## src/hw/rtl/spc_pkg.sv

```systemverilog
// Shared constants and width helpers for the spot centroid accumulator.
package spc_pkg;

   // Number of finished spots that can wait between the accumulator and the divider.
   localparam int QUEUE_DEPTH = 2;

   // Width of the clamped photon total over a full spot.
   function automatic int ph_sum_w(input int photon_bits, input int max_pixels);
      return photon_bits - 1 + $clog2(max_pixels);
   endfunction

   // Width of a pixel counter that can hold the capacity itself.
   function automatic int count_w(input int max_pixels);
      return $clog2(max_pixels + 1);
   endfunction

endpackage

```

## src/hw/rtl/spc_if.sv

```systemverilog


interface spc_result_if #(
   parameter int COL_BITS    = 10,
   parameter int LINE_BITS   = 10,
   parameter int FRAME_BITS  = 20,
   parameter int PHOTON_BITS = 24,
   parameter int MAX_PIXELS  = 4096,
   parameter int FRAC_BITS   = 8
);
   localparam int SUM_PH_W = spc_pkg::ph_sum_w(PHOTON_BITS, MAX_PIXELS);
   localparam int CNT_W    = spc_pkg::count_w(MAX_PIXELS);

   logic                                valid;
   logic                                ready;
   logic [COL_BITS+FRAC_BITS-1:0]       centroid_col;
   logic [LINE_BITS+FRAC_BITS-1:0]      centroid_line;
   logic [FRAME_BITS+FRAC_BITS-1:0]     frame_centroid;
   logic [SUM_PH_W-1:0]                 total_photons;
   logic [PHOTON_BITS-2:0]              peak_photons;
   logic [CNT_W-1:0]                    pixels_in_spot;
   logic [COL_BITS+LINE_BITS:0]         box_area;
   logic [FRAME_BITS:0]                 frame_depth;
   logic                                zero_weight;
   logic                                pixel_overflow;

   modport source (
      output valid, centroid_col, centroid_line, frame_centroid, total_photons, peak_photons,
             pixels_in_spot, box_area, frame_depth, zero_weight, pixel_overflow,
      input  ready
   );
   modport sink (
      input  valid, centroid_col, centroid_line, frame_centroid, total_photons, peak_photons,
             pixels_in_spot, box_area, frame_depth, zero_weight, pixel_overflow,
      output ready
   );
endinterface

```

## src/hw/rtl/spc_divider.sv

```systemverilog
// Restoring divider that produces one fixed-point quotient bit per cycle.
module spc_divider #(
   parameter int NUM_W   = 45,
   parameter int QUO_W   = 18,
   parameter int SHIFT   = 8,
   localparam int DEN_W  = NUM_W + SHIFT - QUO_W
) (
   input  logic             clock,
   input  logic             reset,
   input  logic             start,
   input  logic [NUM_W-1:0] numer,
   input  logic [DEN_W-1:0] denom,
   output logic             done,
   output logic [QUO_W-1:0] quotient
);

   localparam int DIVD_W = NUM_W + SHIFT;
   localparam int STEP_W = $clog2(QUO_W + 1);

   logic [DEN_W-1:0]  rem_ff, rem_in;
   logic [QUO_W-1:0]  quo_ff, quo_in;
   logic [DEN_W-1:0]  den_ff, den_in;
   logic [STEP_W-1:0] step_ff, step_in;
   logic              busy_ff, busy_in;
   logic              done_ff, done_in;

   logic [DIVD_W-1:0] dividend;
   logic [DEN_W:0]    shifted;
   logic [DEN_W:0]    diff;
   logic              fits;

   // The numerator is scaled by the fraction bits; its high part is already below the divisor.
   assign dividend = DIVD_W'(numer) << SHIFT;
   assign shifted  = {rem_ff, quo_ff[QUO_W-1]};
   assign diff     = shifted - {1'b0, den_ff};
   assign fits     = shifted >= {1'b0, den_ff};

   // One compare and subtract per cycle, quotient bits shift in from the right.
   always_comb begin
      rem_in  = rem_ff;
      quo_in  = quo_ff;
      den_in  = den_ff;
      step_in = step_ff;
      busy_in = busy_ff;
      done_in = done_ff;
      if (start) begin
         rem_in  = dividend[DIVD_W-1:QUO_W];
         quo_in  = dividend[QUO_W-1:0];
         den_in  = denom;
         step_in = STEP_W'(QUO_W);
         busy_in = 1'b1;
         done_in = 1'b0;
      end else if (busy_ff) begin
         rem_in  = fits ? diff[DEN_W-1:0] : shifted[DEN_W-1:0];
         quo_in  = {quo_ff[QUO_W-2:0], fits};
         step_in = step_ff - STEP_W'(1);
         if (step_ff == STEP_W'(1)) begin
            busy_in = 1'b0;
            done_in = 1'b1;
         end
      end
   end

   always_ff @(posedge clock) begin
      if (reset) begin
         step_ff <= '0;
         busy_ff <= 1'b0;
         done_ff <= 1'b0;
      end else begin
         step_ff <= step_in;
         busy_ff <= busy_in;
         done_ff <= done_in;
      end
   end

   always_ff @(posedge clock) begin
      rem_ff <= rem_in;
      quo_ff <= quo_in;
      den_ff <= den_in;
   end

   assign done     = done_ff;
   assign quotient = quo_ff;

endmodule

```

## src/hw/rtl/spc_back.sv

```systemverilog
// Result back end: divides the spot totals into centroids and forms box area and frame depth.
module spc_back #(
   parameter int COL_BITS      = 10,
   parameter int LINE_BITS     = 10,
   parameter int FRAME_BITS    = 20,
   parameter int PHOTON_BITS   = 24,
   parameter int MAX_PIXELS    = 4096,
   parameter int FRAC_BITS     = 8,
   localparam int PH_W         = PHOTON_BITS - 1,
   localparam int SUM_PH_W     = spc_pkg::ph_sum_w(PHOTON_BITS, MAX_PIXELS),
   localparam int SUM_COL_W    = SUM_PH_W + COL_BITS,
   localparam int SUM_LINE_W   = SUM_PH_W + LINE_BITS,
   localparam int SUM_FRAME_W  = SUM_PH_W + FRAME_BITS,
   localparam int CNT_W        = spc_pkg::count_w(MAX_PIXELS)
) (
   input  logic                   clock,
   input  logic                   reset,
   input  logic                   snap_valid,
   output logic                   snap_ready,
   input  logic [SUM_COL_W-1:0]   snap_sum_col,
   input  logic [SUM_LINE_W-1:0]  snap_sum_line,
   input  logic [SUM_FRAME_W-1:0] snap_sum_frame,
   input  logic [SUM_PH_W-1:0]    snap_sum_ph,
   input  logic [PH_W-1:0]        snap_peak,
   input  logic [CNT_W-1:0]       snap_count,
   input  logic [COL_BITS-1:0]    snap_min_col,
   input  logic [COL_BITS-1:0]    snap_max_col,
   input  logic [LINE_BITS-1:0]   snap_low_line,
   input  logic [LINE_BITS-1:0]   snap_high_line,
   input  logic [FRAME_BITS-1:0]  snap_start_frame,
   input  logic [FRAME_BITS-1:0]  snap_end_frame,
   input  logic                   snap_overflow,
   spc_result_if.source           rsp_chan
);

   localparam int QC_W    = COL_BITS + FRAC_BITS;
   localparam int QL_W    = LINE_BITS + FRAC_BITS;
   localparam int QF_W    = FRAME_BITS + FRAC_BITS;
   localparam int WID_W   = COL_BITS + 1;
   localparam int HGT_W   = LINE_BITS + 1;
   localparam int AREA_W  = COL_BITS + LINE_BITS + 1;
   localparam int DEPTH_W = FRAME_BITS + 1;

   typedef enum logic {IDLE, RUN} state_type;

   state_type           state_ff, state_in;

   // Totals held while the dividers run.
   logic [SUM_PH_W-1:0] sum_ph_ff, sum_ph_in;
   logic [PH_W-1:0]     peak_ff, peak_in;
   logic [CNT_W-1:0]    cnt_ff, cnt_in;
   logic [WID_W-1:0]    width_ff, width_in;
   logic [HGT_W-1:0]    height_ff, height_in;
   logic [DEPTH_W-1:0]  depth_ff, depth_in;
   logic                ovf_ff, ovf_in;

   // Result register.
   logic                rsp_valid_ff, rsp_valid_in;
   logic [QC_W-1:0]     rsp_col_ff, rsp_col_in;
   logic [QL_W-1:0]     rsp_line_ff, rsp_line_in;
   logic [QF_W-1:0]     rsp_frame_ff, rsp_frame_in;
   logic [SUM_PH_W-1:0] rsp_total_ff, rsp_total_in;
   logic [PH_W-1:0]     rsp_peak_ff, rsp_peak_in;
   logic [CNT_W-1:0]    rsp_count_ff, rsp_count_in;
   logic [AREA_W-1:0]   rsp_area_ff, rsp_area_in;
   logic [DEPTH_W-1:0]  rsp_depth_ff, rsp_depth_in;
   logic                rsp_zero_ff, rsp_zero_in;
   logic                rsp_ovf_ff, rsp_ovf_in;

   logic                pop;
   logic                col_done, line_done, frame_done;
   logic [QC_W-1:0]     col_quo;
   logic [QL_W-1:0]     line_quo;
   logic [QF_W-1:0]     frame_quo;
   logic                zero;

   assign snap_ready = (state_ff == IDLE);
   assign pop        = snap_valid && snap_ready;
   assign zero       = sum_ph_ff == '0;

   // Three dividers run side by side, the frame one sets the time per spot.
   spc_divider #(.NUM_W(SUM_COL_W), .QUO_W(QC_W), .SHIFT(FRAC_BITS)) u_div_col (
      .clock    (clock),
      .reset    (reset),
      .start    (pop),
      .numer    (snap_sum_col),
      .denom    (snap_sum_ph),
      .done     (col_done),
      .quotient (col_quo)
   );

   spc_divider #(.NUM_W(SUM_LINE_W), .QUO_W(QL_W), .SHIFT(FRAC_BITS)) u_div_line (
      .clock    (clock),
      .reset    (reset),
      .start    (pop),
      .numer    (snap_sum_line),
      .denom    (snap_sum_ph),
      .done     (line_done),
      .quotient (line_quo)
   );

   spc_divider #(.NUM_W(SUM_FRAME_W), .QUO_W(QF_W), .SHIFT(FRAC_BITS)) u_div_frame (
      .clock    (clock),
      .reset    (reset),
      .start    (pop),
      .numer    (snap_sum_frame),
      .denom    (snap_sum_ph),
      .done     (frame_done),
      .quotient (frame_quo)
   );

   // Sequencing: take a spot, wait for the quotients and a free result register, then load it.
   always_comb begin
      state_in     = state_ff;
      sum_ph_in    = sum_ph_ff;
      peak_in      = peak_ff;
      cnt_in       = cnt_ff;
      width_in     = width_ff;
      height_in    = height_ff;
      depth_in     = depth_ff;
      ovf_in       = ovf_ff;
      rsp_valid_in = rsp_valid_ff && !rsp_chan.ready;
      rsp_col_in   = rsp_col_ff;
      rsp_line_in  = rsp_line_ff;
      rsp_frame_in = rsp_frame_ff;
      rsp_total_in = rsp_total_ff;
      rsp_peak_in  = rsp_peak_ff;
      rsp_count_in = rsp_count_ff;
      rsp_area_in  = rsp_area_ff;
      rsp_depth_in = rsp_depth_ff;
      rsp_zero_in  = rsp_zero_ff;
      rsp_ovf_in   = rsp_ovf_ff;
      case (state_ff)
         IDLE: begin
            if (pop) begin
               sum_ph_in = snap_sum_ph;
               peak_in   = snap_peak;
               cnt_in    = snap_count;
               ovf_in    = snap_overflow;
               width_in  = WID_W'(snap_max_col) - WID_W'(snap_min_col) + WID_W'(1);
               height_in = HGT_W'(snap_high_line) - HGT_W'(snap_low_line) + HGT_W'(1);
               depth_in  = DEPTH_W'(snap_end_frame) - DEPTH_W'(snap_start_frame)
                           + DEPTH_W'(1);
               state_in  = RUN;
            end
         end
         RUN: begin
            if (col_done && line_done && frame_done && !rsp_valid_in) begin
               rsp_valid_in = 1'b1;
               rsp_col_in   = zero ? '0 : col_quo;
               rsp_line_in  = zero ? '0 : line_quo;
               rsp_frame_in = zero ? '0 : frame_quo;
               rsp_total_in = sum_ph_ff;
               rsp_peak_in  = peak_ff;
               rsp_count_in = cnt_ff;
               rsp_area_in  = AREA_W'(width_ff) * AREA_W'(height_ff);
               rsp_depth_in = depth_ff;
               rsp_zero_in  = zero;
               rsp_ovf_in   = ovf_ff;
               state_in     = IDLE;
            end
         end
         default: begin
            state_in = IDLE;
         end
      endcase
   end

   always_ff @(posedge clock) begin
      if (reset) begin
         state_ff     <= IDLE;
         rsp_valid_ff <= 1'b0;
      end else begin
         state_ff     <= state_in;
         rsp_valid_ff <= rsp_valid_in;
         sum_ph_ff    <= sum_ph_in;
         peak_ff      <= peak_in;
         cnt_ff       <= cnt_in;
         width_ff     <= width_in;
         height_ff    <= height_in;
         depth_ff     <= depth_in;
         ovf_ff       <= ovf_in;
         rsp_col_ff   <= rsp_col_in;
         rsp_line_ff  <= rsp_line_in;
         rsp_frame_ff <= rsp_frame_in;
         rsp_total_ff <= rsp_total_in;
         rsp_peak_ff  <= rsp_peak_in;
         rsp_count_ff <= rsp_count_in;
         rsp_area_ff  <= rsp_area_in;
         rsp_depth_ff <= rsp_depth_in;
         rsp_zero_ff  <= rsp_zero_in;
         rsp_ovf_ff   <= rsp_ovf_in;
      end
   end

   assign rsp_chan.valid          = rsp_valid_ff;
   assign rsp_chan.centroid_col   = rsp_col_ff;
   assign rsp_chan.centroid_line  = rsp_line_ff;
   assign rsp_chan.frame_centroid = rsp_frame_ff;
   assign rsp_chan.total_photons  = rsp_total_ff;
   assign rsp_chan.peak_photons   = rsp_peak_ff;
   assign rsp_chan.pixels_in_spot = rsp_count_ff;
   assign rsp_chan.box_area       = rsp_area_ff;
   assign rsp_chan.frame_depth    = rsp_depth_ff;
   assign rsp_chan.zero_weight    = rsp_zero_ff;
   assign rsp_chan.pixel_overflow = rsp_ovf_ff;

endmodule

```

## src/flat_wrapper.sv

```systemverilog
// flat-port wrapper written by rule: the top's interface ports become plain ports
module spc_back_flat 
#(
   parameter int COL_BITS      = 10,
   parameter int LINE_BITS     = 10,
   parameter int FRAME_BITS    = 20,
   parameter int PHOTON_BITS   = 24,
   parameter int MAX_PIXELS    = 4096,
   parameter int FRAC_BITS     = 8,
   localparam int PH_W         = PHOTON_BITS - 1,
   localparam int SUM_PH_W     = spc_pkg::ph_sum_w(PHOTON_BITS, MAX_PIXELS),
   localparam int SUM_COL_W    = SUM_PH_W + COL_BITS,
   localparam int SUM_LINE_W   = SUM_PH_W + LINE_BITS,
   localparam int SUM_FRAME_W  = SUM_PH_W + FRAME_BITS,
   localparam int CNT_W        = spc_pkg::count_w(MAX_PIXELS)
)
  (clock, reset, snap_valid, snap_ready, snap_sum_col, snap_sum_line, snap_sum_frame, snap_sum_ph, snap_peak, snap_count, snap_min_col, snap_max_col, snap_low_line, snap_high_line, snap_start_frame, snap_end_frame, snap_overflow, rsp_chan_valid, rsp_chan_centroid_col, rsp_chan_centroid_line, rsp_chan_frame_centroid, rsp_chan_total_photons, rsp_chan_peak_photons, rsp_chan_pixels_in_spot, rsp_chan_box_area, rsp_chan_frame_depth, rsp_chan_zero_weight, rsp_chan_pixel_overflow, rsp_chan_ready);
  spc_result_if #(.COL_BITS(COL_BITS), .LINE_BITS(LINE_BITS), .FRAME_BITS(FRAME_BITS), .PHOTON_BITS(PHOTON_BITS), .MAX_PIXELS(MAX_PIXELS), .FRAC_BITS(FRAC_BITS)) rsp_chan_i ();
  input  logic clock;
  input  logic reset;
  input  logic snap_valid;
  output logic snap_ready;
  input  logic [SUM_COL_W-1:0] snap_sum_col;
  input  logic [SUM_LINE_W-1:0] snap_sum_line;
  input  logic [SUM_FRAME_W-1:0] snap_sum_frame;
  input  logic [SUM_PH_W-1:0] snap_sum_ph;
  input  logic [PH_W-1:0] snap_peak;
  input  logic [CNT_W-1:0] snap_count;
  input  logic [COL_BITS-1:0] snap_min_col;
  input  logic [COL_BITS-1:0] snap_max_col;
  input  logic [LINE_BITS-1:0] snap_low_line;
  input  logic [LINE_BITS-1:0] snap_high_line;
  input  logic [FRAME_BITS-1:0] snap_start_frame;
  input  logic [FRAME_BITS-1:0] snap_end_frame;
  input  logic snap_overflow;
  output wire logic [$bits(rsp_chan_i.valid)-1:0] rsp_chan_valid;
  output wire logic [$bits(rsp_chan_i.centroid_col)-1:0] rsp_chan_centroid_col;
  output wire logic [$bits(rsp_chan_i.centroid_line)-1:0] rsp_chan_centroid_line;
  output wire logic [$bits(rsp_chan_i.frame_centroid)-1:0] rsp_chan_frame_centroid;
  output wire logic [$bits(rsp_chan_i.total_photons)-1:0] rsp_chan_total_photons;
  output wire logic [$bits(rsp_chan_i.peak_photons)-1:0] rsp_chan_peak_photons;
  output wire logic [$bits(rsp_chan_i.pixels_in_spot)-1:0] rsp_chan_pixels_in_spot;
  output wire logic [$bits(rsp_chan_i.box_area)-1:0] rsp_chan_box_area;
  output wire logic [$bits(rsp_chan_i.frame_depth)-1:0] rsp_chan_frame_depth;
  output wire logic [$bits(rsp_chan_i.zero_weight)-1:0] rsp_chan_zero_weight;
  output wire logic [$bits(rsp_chan_i.pixel_overflow)-1:0] rsp_chan_pixel_overflow;
  input wire logic [$bits(rsp_chan_i.ready)-1:0] rsp_chan_ready;
  assign rsp_chan_valid = rsp_chan_i.valid;
  assign rsp_chan_centroid_col = rsp_chan_i.centroid_col;
  assign rsp_chan_centroid_line = rsp_chan_i.centroid_line;
  assign rsp_chan_frame_centroid = rsp_chan_i.frame_centroid;
  assign rsp_chan_total_photons = rsp_chan_i.total_photons;
  assign rsp_chan_peak_photons = rsp_chan_i.peak_photons;
  assign rsp_chan_pixels_in_spot = rsp_chan_i.pixels_in_spot;
  assign rsp_chan_box_area = rsp_chan_i.box_area;
  assign rsp_chan_frame_depth = rsp_chan_i.frame_depth;
  assign rsp_chan_zero_weight = rsp_chan_i.zero_weight;
  assign rsp_chan_pixel_overflow = rsp_chan_i.pixel_overflow;
  assign rsp_chan_i.ready = rsp_chan_ready;
  spc_back #(.COL_BITS(COL_BITS), .LINE_BITS(LINE_BITS), .FRAME_BITS(FRAME_BITS), .PHOTON_BITS(PHOTON_BITS), .MAX_PIXELS(MAX_PIXELS), .FRAC_BITS(FRAC_BITS)) u_core (.clock(clock), .reset(reset), .snap_valid(snap_valid), .snap_ready(snap_ready), .snap_sum_col(snap_sum_col), .snap_sum_line(snap_sum_line), .snap_sum_frame(snap_sum_frame), .snap_sum_ph(snap_sum_ph), .snap_peak(snap_peak), .snap_count(snap_count), .snap_min_col(snap_min_col), .snap_max_col(snap_max_col), .snap_low_line(snap_low_line), .snap_high_line(snap_high_line), .snap_start_frame(snap_start_frame), .snap_end_frame(snap_end_frame), .snap_overflow(snap_overflow), .rsp_chan(rsp_chan_i));
endmodule
```

## config.mk

```make
export PLATFORM = sky130hd
export DESIGN_NAME = spc_back_flat
export DESIGN_NICKNAME = d
export VERILOG_FILES = /design/src/hw/rtl/spc_pkg.sv /design/src/hw/rtl/spc_if.sv /design/src/hw/rtl/spc_divider.sv /design/src/hw/rtl/spc_back.sv /design/src/flat_wrapper.sv
export SDC_FILE = /design/constraint.sdc
export NUM_CORES = 1
export LEC_CHECK = 0
export ABC_CLOCK_PERIOD_IN_PS = 23200
export BUFFER_PORTS_ARGS = -buffer_cell sky130_fd_sc_hd__buf_2
export CAP_MARGIN = 20
export CORE_ASPECT_RATIO = 1.5
export CORE_MARGIN = 1.5
export CORE_UTILIZATION = 61
export CTS_BUF_LIST = sky130_fd_sc_hd__clkbuf_8
export CTS_CLUSTER_SIZE = 16
export DETAILED_ROUTE_END_ITERATION = 10
export PLACE_DENSITY = 0.85
export REMOVE_ABC_BUFFERS = 1
export SYNTH_ARGS = -nofsm -noshare
export SYNTH_HDL_FRONTEND = slang
export SYNTH_SLANG_ARGS = --single-unit
```

## constraint.sdc

```tcl
create_clock -name clock -period 23.2 [get_ports clock]
set_input_delay 4.64 -clock clock [delete_from_list [all_inputs] [get_ports clock]]
set_output_delay 4.64 -clock clock [all_outputs]
set_load 0.005 [all_outputs]
```

==> results of run 1 <==
## worst max-delay path, delay by kind of cell
family / cells / cell delay [ns]
adders and majority gates: 2 / 0.62
and+or+nand+nor: 1 / 0.46
xor gates and xnor gates: 1 / 0.13
buffers and inverters: 2 / 0.12
AOI/OAI and AO/OA: 8 / 2.12
## cells by family after synthesis
kind of cell	after synthesis	synth area share (%)
simple gates	876	13.31
mux	31	1.022
fa+ha+maj	330	15.51
buf+inv	354	4.401
xor+xnor	143	4.075
flops	521	49.38
compound gates	622	12.30
## final timing paths
kind | from | cells after the start | slack (ns) | endpoint
max | snap_start_frame[2] | 14 | 15.54 | u_core.depth_ff[20]$_DFFE_PP_
max reg2reg | u_core.width_ff[5]$_DFFE_PP_ | 18 | 17.64 | u_core.rsp_chan.box_area[20]$_DFFE_PP_
min | u_core.peak_ff[15]$_DFFE_PP_ | 0 | 0.41 | u_core.rsp_chan.peak_photons[15]$_DFFE_PP_
min reg2reg | u_core.peak_ff[15]$_DFFE_PP_ | 0 | 0.41 | u_core.rsp_chan.peak_photons[15]$_DFFE_PP_
## state kept, by name (all words and copies together), names as in the netlist, 21 cells and up
register	flops
u_core.rsp_chan.total_photons	35
u_core.sum_ph_ff	35
u_core.u_div_col.den_ff	35
u_core.u_div_col.rem_ff	35
u_core.u_div_frame.rem_ff	35
u_core.u_div_line.rem_ff	35
u_core.rsp_chan.frame_centroid	28
u_core.u_div_frame.quotient	28
u_core.peak_ff	23
u_core.rsp_chan.peak_photons	23
u_core.depth_ff	21
u_core.rsp_chan.box_area	21
u_core.rsp_chan.frame_depth	21
## power breakdown
| group | leakage (nW) | switching, mW | total [mW] | internal (mW) |
|---|---|---|---|---|
| Combinational | 9.63 | 0.940 | 1.63 | 0.685 |
| Clock | 0.923 | 0.376 | 0.805 | 0.429 |
| Sequential | 4.83 | 0.0705 | 1.28 | 1.21 |
| Total | 15.4 | 1.39 | 3.71 | 2.32 |
## final cells by class
| type | instances | area, µm² | share of cell area (%) |
|---|---|---|---|
| multi-input cells | 2002 | 14240 | 40.21 |
| repair buffers | 499 | 2575 | 7.271 |
| clock buffers | 87 | 1197 | 3.381 |
| clock inverters | 58 | 469.2 | 1.325 |
| flip-flops and latches | 521 | 15170 | 42.85 |
| inverters | 238 | 898.4 | 2.537 |
| diodes | 12 | 30.03 | 0.08479 |
| well taps | 663 | 829.5 | 2.342 |
## routing by layer
metal  vias to the layer above  global-route usage (%)  wire length, µm
li1                      11110                       -                -
met1                     11250                   36.24            29150
met2                      1067                   52.96            39990
met3                       280                   8.061             7357
met4                        36                   19.71             5261
met5                         -                       0              221
## through the flow
stage / worst slack [ns] / power (mW)
global route: 15.40 / 3.963
floorplan: 9.711 / 2.515
global placement: 15.16 / 2.819
detailed placement: 14.97 / 2.888
CTS: 15.67 / 3.703
finish: 15.54 / 3.708
## cells in the final DEF (no fill, tap or decap), types with 22 or more instances in the layout
cell / n
buf_2: 481
clkbuf_8: 87
nand2_1: 322
a21o_1: 67
a21oi_1: 210
nor3_1: 30
a31oi_1: 47
dfxtp_1: 47
and2_1: 75
edfxtp_1: 474
nor2b_1: 89
o21ai_0: 158
ha_1: 245
nand2b_1: 22
mux2i_1: 28
nand4_1: 23
nand3_1: 44
fa_1: 85
nor2_1: 201
inv_1: 257
xor2_1: 50
xnor2_1: 93
==> impl_metrics.ini, run 1 <==
[outcome]
status = complete, no violations

[floorplanning]
die_width_um = 186.3
top_level_ports = 482
coreArea_um2 = 49670
fp.dieH_um = 277.9
std_cell_rows = 100
dieArea_um2 = 51760
initial_core_util_pct = 61.87

[setup_path]
crit_path_start_kind = input pin
cp.arrival_ns = 8.09
worstPathMaxFanout = 3
crit_chain = buf_2 -> inv_1 -> ha_1 -> ha_1 -> a21o_1 -> a311oi_1 -> a22oi_1 -> a41o_1 -> o41a_1 -> a41o_1 -> or4_1 -> a31oi_1 -> o21bai_1 -> xnor2_1
critPathSlowestCell = or4_1
crit_type = in -> reg
cpPeakStageDelay_ns = 0.46
required_ns = 23.63
crit_path_end_kind = register

[logic_synthesis]
synth_edf_count = 474
avgSynthCellArea_um2 = 10.68
synthTopCellsByArea = edfxtp_1, ha_1, fa_1
syn_area_um2 = 30730
synth_cells = 2877
synth_top_area_share_pct = 46.32
synth_most_common_cell = edfxtp_1
ys_top_cells_by_count = edfxtp_1, nand2_1, ha_1
ys.flop_type = edfxtp_1
seq_area_frac_synth_pct = 49.38
yosys_warnings = 0
synth_seq_cells = 521
ys_types = 61
async_flop_share_pct = 0
yosysTopAreaCell = edfxtp_1

[grt]
antenna_found_initial = 27
grt_first_pass_wirelength_um = 125700
grt_max_degree = 93
track_usage_pct = 31.77
grt_pass1_vias = 24030
gr-total-overflow = 0

[clocking]
clk_latency_ns = 0.69
cts_repair_resize_count = 0
tritoncts = done
h-tree-depth = 3
cts_setup_buffers = 0
cts_buffers = 78
cts-root-buf = clkbuf_8
clock_path_buffers = 3
clk_pin_slew_ns = 0.06
hold_buffers = 0
cts_num_sinks = 521

[sta]
slew_headroom_pct = 31.00
slew_violations = 0
skew_ns = 0.02786
hold_violations = 0
setup_viol = 0
timing.final.crit_share_pct = 33.02
rsz0062_at_grt = false
fmax_ghz = 0.1305
fin_crit_ns = 7.661
setup_tns_ns = 0
tightest_slew_ns = 1.035
holdWs_ns = 0.4130

[flow_run]
cap_viol_max_count = 0

[power_and_ir_drop]
leakage_nw = 15.38
p_per_area_nw_per_um2 = 104.7
ir_worst_vdd_uv = 85.45

[final_layout]
areaGrowthSynthToFinish_pct = 15.24
final_cell_area_um2 = 35420
finalNonFillerCells = 4080
utilization_pct = 71.30
final_nets = 3971
fill_cells = 3570
drive_above_1_share_pct = 18.59

[route]
drt_iter0_markers = 1847
post_drt_wl_per_cell_um = 20.09
routed-via-count = 23740
ant_nets = 0
viasPerCell = 5.819
drc = 0
drt_first_pass_iters = 8
wirelength_um = 81980

[hold_path]
min_path_type = reg -> reg

[placed_design]
dpl.cell_count = 3921
numPortBuffers = 481
dp_hpwl_um = 60940
place_area_um2 = 33670
globalplace.congestion = 0.9422
Power figures use the tool's default switching activity.
==> run 2, diff against run 1 <==
--- a/config.mk
+++ b/config.mk
@@ -5,16 +5,16 @@
 export SDC_FILE = /design/constraint.sdc
 export NUM_CORES = 1
 export LEC_CHECK = 0
-export ABC_CLOCK_PERIOD_IN_PS = 23200
+export ABC_CLOCK_PERIOD_IN_PS = 6500
 export BUFFER_PORTS_ARGS = -buffer_cell sky130_fd_sc_hd__buf_2
 export CAP_MARGIN = 20
 export CORE_ASPECT_RATIO = 1.5
 export CORE_MARGIN = 1.5
-export CORE_UTILIZATION = 61
+export CORE_UTILIZATION = 54
 export CTS_BUF_LIST = sky130_fd_sc_hd__clkbuf_8
 export CTS_CLUSTER_SIZE = 16
 export DETAILED_ROUTE_END_ITERATION = 10
-export PLACE_DENSITY = 0.85
+export PLACE_DENSITY = 0.8
 export REMOVE_ABC_BUFFERS = 1
 export SYNTH_ARGS = -nofsm -noshare
 export SYNTH_HDL_FRONTEND = slang
==> constraint.sdc (replaced) <==
create_clock -name clock -period 6.5 [get_ports clock]
set_input_delay 1.3 -clock clock [delete_from_list [all_inputs] [get_ports clock]]
set_output_delay 1.3 -clock clock [all_outputs]
set_load 0.005 [all_outputs]
==> run 2 against run 1 <==
  * Critical path depth grew 4
  * Total power grew to 3.6 times the previous value
  * Largest power group unchanged
  * Largest cell class unchanged
  * Sequential power grew to 3.6 times the previous value
==> impl_metrics.ini, run 2 (synthesized netlist as in run 1, its figures left out) <==
[outcome]
status = complete, no violations

[route]
drt_iter0_markers = 1372
topRoutingLayerUsed = met5
drt_first_pass_iters = 5
wl_met1_um = 29340
drc = 0
routed-via-count = 23100
wl_met2_um = 40610
wirelength_um = 80140
viasPerCell = 5.534
post_drt_wl_per_cell_um = 19.20
wl_met3_um = 6482
ant_nets = 0

[clocking]
h-tree-depth = 3
tritoncts = done
cts_setup_buffers = 0
clk_pin_slew_ns = 0.07
cts-root-buf = clkbuf_8
cts_num_sinks = 521
hold_buffers = 0
cts_buffers = 80
cts_repair_resize_count = 0
clock_path_buffers = 3
clk_latency_ns = 0.70

[power_and_ir_drop]
share_comb_of_total_power_pct = 42.6
p_per_area_nw_per_um2 = 376.3
p_switching_mw = 4.915
clockPowerShare_pct = 23.5
switching_share_pct = 36.58
ir_worst_vdd_uv = 248.6
internal_power_mw = 8.520
leakage_nw = 15.45
seqPwrFrac_pct = 33.9

[final_layout]
fill_cells = 4592
layout_commonest_cell = buf_2
final_nets = 3972
drive_above_1_share_pct = 18.93
final_cell_mix = buf_2, edfxtp_1, nand2_1
final_cell_area_um2 = 35700
areaGrowthSynthToFinish_pct = 16.17

[sta]
tightest_slew_ns = 1.073
fin_crit_ns = 5.471
hold_violations = 0
holdWs_ns = 0.4018
worst_slack_ns = 1.029
timing.final.crit_share_pct = 84.17
slew_headroom_pct = 28.39
slew_violations = 0
fmax_ghz = 0.1828
skew_ns = 0.02847
setup_viol = 0
rsz0062_at_grt = false

[floorplanning]
top_level_ports = 482
std_cell_rows = 106
fp.dieH_um = 295.2
initial_core_util_pct = 54.91
coreArea_um2 = 55970
die_width_um = 197.8
dieArea_um2 = 58380

[grt]
gr-total-overflow = 0
grt_max_degree = 139
grt_first_pass_wirelength_um = 122100
grt_pass1_vias = 23140
antenna_found_initial = 25
track_usage_pct = 27.40

[setup_path]
critPathSlowestCell = edfxtp_1
critPathTopFamily = adder cells
cp.arrival_ns = 5.89
crit_path_start_kind = register
required_ns = 6.92
worstPathMaxFanout = 11
crit_type = reg -> reg
critPathBufInv = 2
crit_path_end_kind = register
crit_top_cell = fa_1
crit_chain = and2_1 -> fa_1 -> fa_1 -> fa_1 -> fa_1 -> inv_1 -> fa_1 -> inv_1 -> ha_1 -> a21oi_1 -> nor2b_1 -> o21ai_0 -> nand2b_1 -> a21oi_1 -> o21ai_0 -> a211oi_1 -> o21bai_1 -> xor2_1
cpPeakStageDelay_ns = 0.56

[placed_design]
numPortBuffers = 481
globalplace.congestion = 0.9347
pre_cts_slack_ns = 1.038
place_area_um2 = 33810
dp_hpwl_um = 60130

[hold_path]
min_path_type = reg -> reg

[flow_run]
cap_viol_max_count = 0
run 2: cell types whose count changed in the layout (fill, tap and decap cells not counted), sizes merged:
cell      before  now
diode         12   11
bufinv         7   13
clkbuf        87   86
buf          499  498
inv          262  258
clkinvlp       2    4
run 2: layout make-up:
class                           count  area [µm²]  area share (%)
Sequential cell                   521       15170           42.51
Multi-Input combinational cell   2002       14240           39.89
Timing Repair Buffer              498        2572           7.206
Clock buffer                       86        1184           3.315
Tap cell                          756       945.9           2.650
Inverter                          238       898.4           2.516
Clock inverter                     62       655.6           1.836
Antenna cell                       11       27.53         0.07710
run 2: worst reg2reg max path: stages (launching register included):
cell and delay (ns):
edfxtp_1 0.56, and2_1 0.24, fa_1 0.50, fa_1 0.52, fa_1 0.52, fa_1 0.54, inv_1 0.05, fa_1 0.52
inv_1 0.04, ha_1 0.35, a21oi_1 0.17, nor2b_1 0.06, o21ai_0 0.15, nand2b_1 0.09, a21oi_1 0.26, o21ai_0 0.14
a211oi_1 0.27, o21bai_1 0.11, xor2_1 0.15
run 2: per-layer routing:
| layer | GRT usage [%] | vias to the layer above |
|---|---|---|
| met5 | 0 | - |
| met4 | 13.96 | 32 |
| met3 | 7.518 | 181 |
| met2 | 48.12 | 779 |
| met1 | 30.29 | 11000 |
| li1 | - | 11110 |
run 2: power by group through the flow:
| stage | registers (mW) | logic [mW] | clock network (mW) |
|---|---|---|---|
| floorplan | 4.54 | 4.44 | 0 |
| global placement | 4.61 | 5.52 | 0 |
| detailed placement | 4.62 | 5.67 | 0 |
| CTS | 4.55 | 5.70 | 3.23 |
| global route | 4.59 | 6.45 | 3.35 |
| finish | 4.56 | 5.72 | 3.15 |
run 2: path summary, 6_finish.rpt:
path | start | to | slack, ns | cells past startpoint
worst min register to register | u_core.cnt_ff[1]$_DFFE_PP_ | u_core.rsp_chan.pixels_in_spot[1]$_DFFE_PP_ | 0.40 | 0
worst max-delay path | u_core.width_ff[2]$_DFFE_PP_ | u_core.rsp_chan.box_area[19]$_DFFE_PP_ | 1.03 | 18
worst max register to register | u_core.width_ff[2]$_DFFE_PP_ | u_core.rsp_chan.box_area[19]$_DFFE_PP_ | 1.03 | 18
worst min-delay path | u_core.cnt_ff[1]$_DFFE_PP_ | u_core.rsp_chan.pixels_in_spot[1]$_DFFE_PP_ | 0.40 | 0
run 2: metrics by stage:
stage	cells	setup TNS, ns	utilization [%]	power (mW)
floorplan	2761	-1335.47	-	8.975
global placement	4014	0	60.42	10.13
detailed placement	4014	0	60.42	10.28
CTS	4162	0	63.70	13.48
global route	4168	0	63.76	14.40
finish	4174	0	63.79	13.43
==> run 3, diff against run 2 <==
--- a/config.mk
+++ b/config.mk
@@ -5,7 +5,7 @@
 export SDC_FILE = /design/constraint.sdc
 export NUM_CORES = 1
 export LEC_CHECK = 0
-export ABC_CLOCK_PERIOD_IN_PS = 6500
+export ABC_CLOCK_PERIOD_IN_PS = 4750
 export BUFFER_PORTS_ARGS = -buffer_cell sky130_fd_sc_hd__buf_2
 export CAP_MARGIN = 20
 export CORE_ASPECT_RATIO = 1.5
==> constraint.sdc (replaced) <==
create_clock -name clock -period 4.75 [get_ports clock]
set_input_delay 0.95 -clock clock [delete_from_list [all_inputs] [get_ports clock]]
set_output_delay 0.95 -clock clock [all_outputs]
set_load 0.005 [all_outputs]
==> run 3 against run 2 <==
  * Die area stayed put
  * The run now ends with setup timing left
  * Sequential power grew 36%
  * Highest routed layer unchanged
  * Clock skew decreased by 0.0014 ns
  * Sequential share of layout area is 1.0 points lower
  * Count of clock-buffer cells in the layout did not move
  * Critical path type unchanged
==> impl_metrics.ini, run 3 (synthesized netlist as in run 1, its figures left out) <==
[outcome]
status = finished with violations
failed_checks = setup timing

[setup_path]
crit_top_cell = fa_1
critPathSlowestCell = fa_1
crit_type = reg -> reg
reg2reg_slack_ns = -0.15
required_ns = 5.17
crit_path_start_kind = register
crit_chain = and2_4 -> fa_1 -> fa_1 -> fa_1 -> fa_1 -> inv_2 -> fa_1 -> inv_2 -> ha_4 -> and4_1 -> and2_4 -> nand2_1 -> o211a_4 -> nand3_2 -> a31o_4 -> a21oi_2 -> xnor2_1
worstPathMaxFanout = 4
cp.arrival_ns = 5.33
r2r_end = u_core.rsp_chan.box_area[20]$_DFFE_PP_
r2r-start = u_core.height_ff[7]$_DFFE_PP_
setup.worst_path.start = u_core.height_ff[7]$_DFFE_PP_
cpPeakStageDelay_ns = 0.58
r2r.worst_path.cells = 17
crit_path_end_kind = register
crit_end = u_core.rsp_chan.box_area[20]$_DFFE_PP_

[sta]
worst_slack_ns = -0.1514
skew_ns = 0.02702
timing.final.crit_share_pct = 103.2
hold_violations = 0
rsz0062_at_grt = true
tightest_slew_ns = 1.068
fmax_ghz = 0.2040
setup_viol = 7
fin_crit_ns = 4.901
slew_headroom_pct = 28.67
slew_violations = 0

[placed_design]
numPortBuffers = 481
dp_hpwl_um = 60890
globalplace.congestion = 0.9269
place_area_um2 = 34280

[power_and_ir_drop]
finalPower_mw = 19.53
ir_worst_vdd_uv = 451.8
leakage_nw = 15.79
p_per_area_nw_per_um2 = 534.2

[route]
ant_nets = 0
drt_iter0_markers = 1180
wirelength_um = 82180
routed-via-count = 23510
post_drt_wl_per_cell_um = 19.38
viasPerCell = 5.544
drt_first_pass_iters = 7
drc = 0

[grt]
grt_pass1_vias = 23230
grt_max_degree = 116
antenna_found_initial = 22
track_usage_pct = 27.75
grt_first_pass_wirelength_um = 123200
gr-total-overflow = 0

[clocking]
cts_num_sinks = 521
tritoncts = done
clk_pin_slew_ns = 0.07
clk_latency_ns = 0.69
hold_buffers = 0
cts_buffers = 81
h-tree-depth = 3
cts-root-buf = clkbuf_8
clock_path_buffers = 3

[final_layout]
final_cell_area_um2 = 36570
final_cell_mix = buf_2, edfxtp_1, nand2_1
layout_commonest_cell = buf_2
final_nets = 4049
drive_above_1_share_pct = 22.89
fill_cells = 4462
areaGrowthSynthToFinish_pct = 18.98

[floorplanning]
die_width_um = 197.8
initial_core_util_pct = 54.91
std_cell_rows = 106
fp.dieH_um = 295.2
coreArea_um2 = 55970
top_level_ports = 482
dieArea_um2 = 58380

[hold_path]
min_path_type = reg -> reg

[flow_run]
cap_viol_max_count = 0
-- run 3: final cells by class --
| type | instances | area, µm² | share of cell area [%] |
|---|---|---|---|
| Inverter | 238 | 898.4 | 2.457 |
| Timing Repair Buffer | 574 | 3257 | 8.907 |
| Antenna cell | 6 | 15.01 | 0.04106 |
| Multi-Input combinational cell | 2002 | 14700 | 40.19 |
| Clock inverter | 57 | 394.1 | 1.078 |
| Clock buffer | 86 | 1184 | 3.237 |
| Tap cell | 756 | 945.9 | 2.587 |
| Sequential cell | 521 | 15170 | 41.50 |
-- run 3: layer usage --
layer  up-vias  part of all wire (%)  track usage (%)
met4        34                   6.3            17.30
met3       255                   7.5            7.655
li1      11250                     -                -
met2       801                    49            47.03
met1     11170                    37            30.87
met5         -                  0.29                0
-- run 3: worst min path at each step --
| stage | endpoint | cells after the start | start |
|---|---|---|---|
| after floorplan | u_core.rsp_chan.frame_depth[0]$_DFFE_PP_ | 0 | u_core.depth_ff[0]$_DFFE_PP_ |
| after global placement | u_core.rsp_chan.peak_photons[8]$_DFFE_PP_ | 0 | u_core.peak_ff[8]$_DFFE_PP_ |
| after detailed placement | u_core.rsp_chan.frame_depth[13]$_DFFE_PP_ | 0 | u_core.depth_ff[13]$_DFFE_PP_ |
| after CTS | u_core.peak_ff[18]$_DFFE_PP_ | 1 | snap_peak[18] |
| after global routing | u_core.peak_ff[6]$_DFFE_PP_ | 1 | snap_peak[6] |
| final | u_core.rsp_chan.pixels_in_spot[3]$_DFFE_PP_ | 0 | u_core.cnt_ff[3]$_DFFE_PP_ |
-- run 3: critical path: cells and delay by family (launching register included) --
kind | cells | cell delay, ns
adders and majority gates | 6 | 2.72
buffers and inverters | 2 | 0.09
DFF | 1 | 0.43
and+or+nand+nor | 5 | 0.78
AOI/OAI and AO/OA | 3 | 0.56
xor gates and xnor gates | 1 | 0.07
-- run 3: report_power, final --
group	leakage (nW)	internal (mW)	switching (mW)
Clock	0.884	1.96	1.83
Combinational	10.1	4.39	5.14
Sequential	4.83	5.90	0.313
-- run 3: repair_timing --
action	in CTS	in global routing
pin swaps	57	60
gates resized for setup	58	69
hold endpoints to repair	0	0
endpoints found under the setup margin	10	10
setup buffers	12	10
-- run 3: per-stage QoR --
step                      setup TNS, ns  utilization [%]  setup slack [ns]  std cells  hold WS (ns)
final                           -0.6757            65.33           -0.1514       4240        0.4161
after global routing             -2.005            65.32           -0.3391       4238        0.4129
after CTS                       -0.2575            64.65          -0.08414       4223        0.3881
after detailed placement         -3.431            61.26           -0.4841       4070        0.4052
after global placement           -2.732            61.26           -0.4399       4070        0.4009
after floorplan                -2151.76                -            -5.049       2761        0.4003
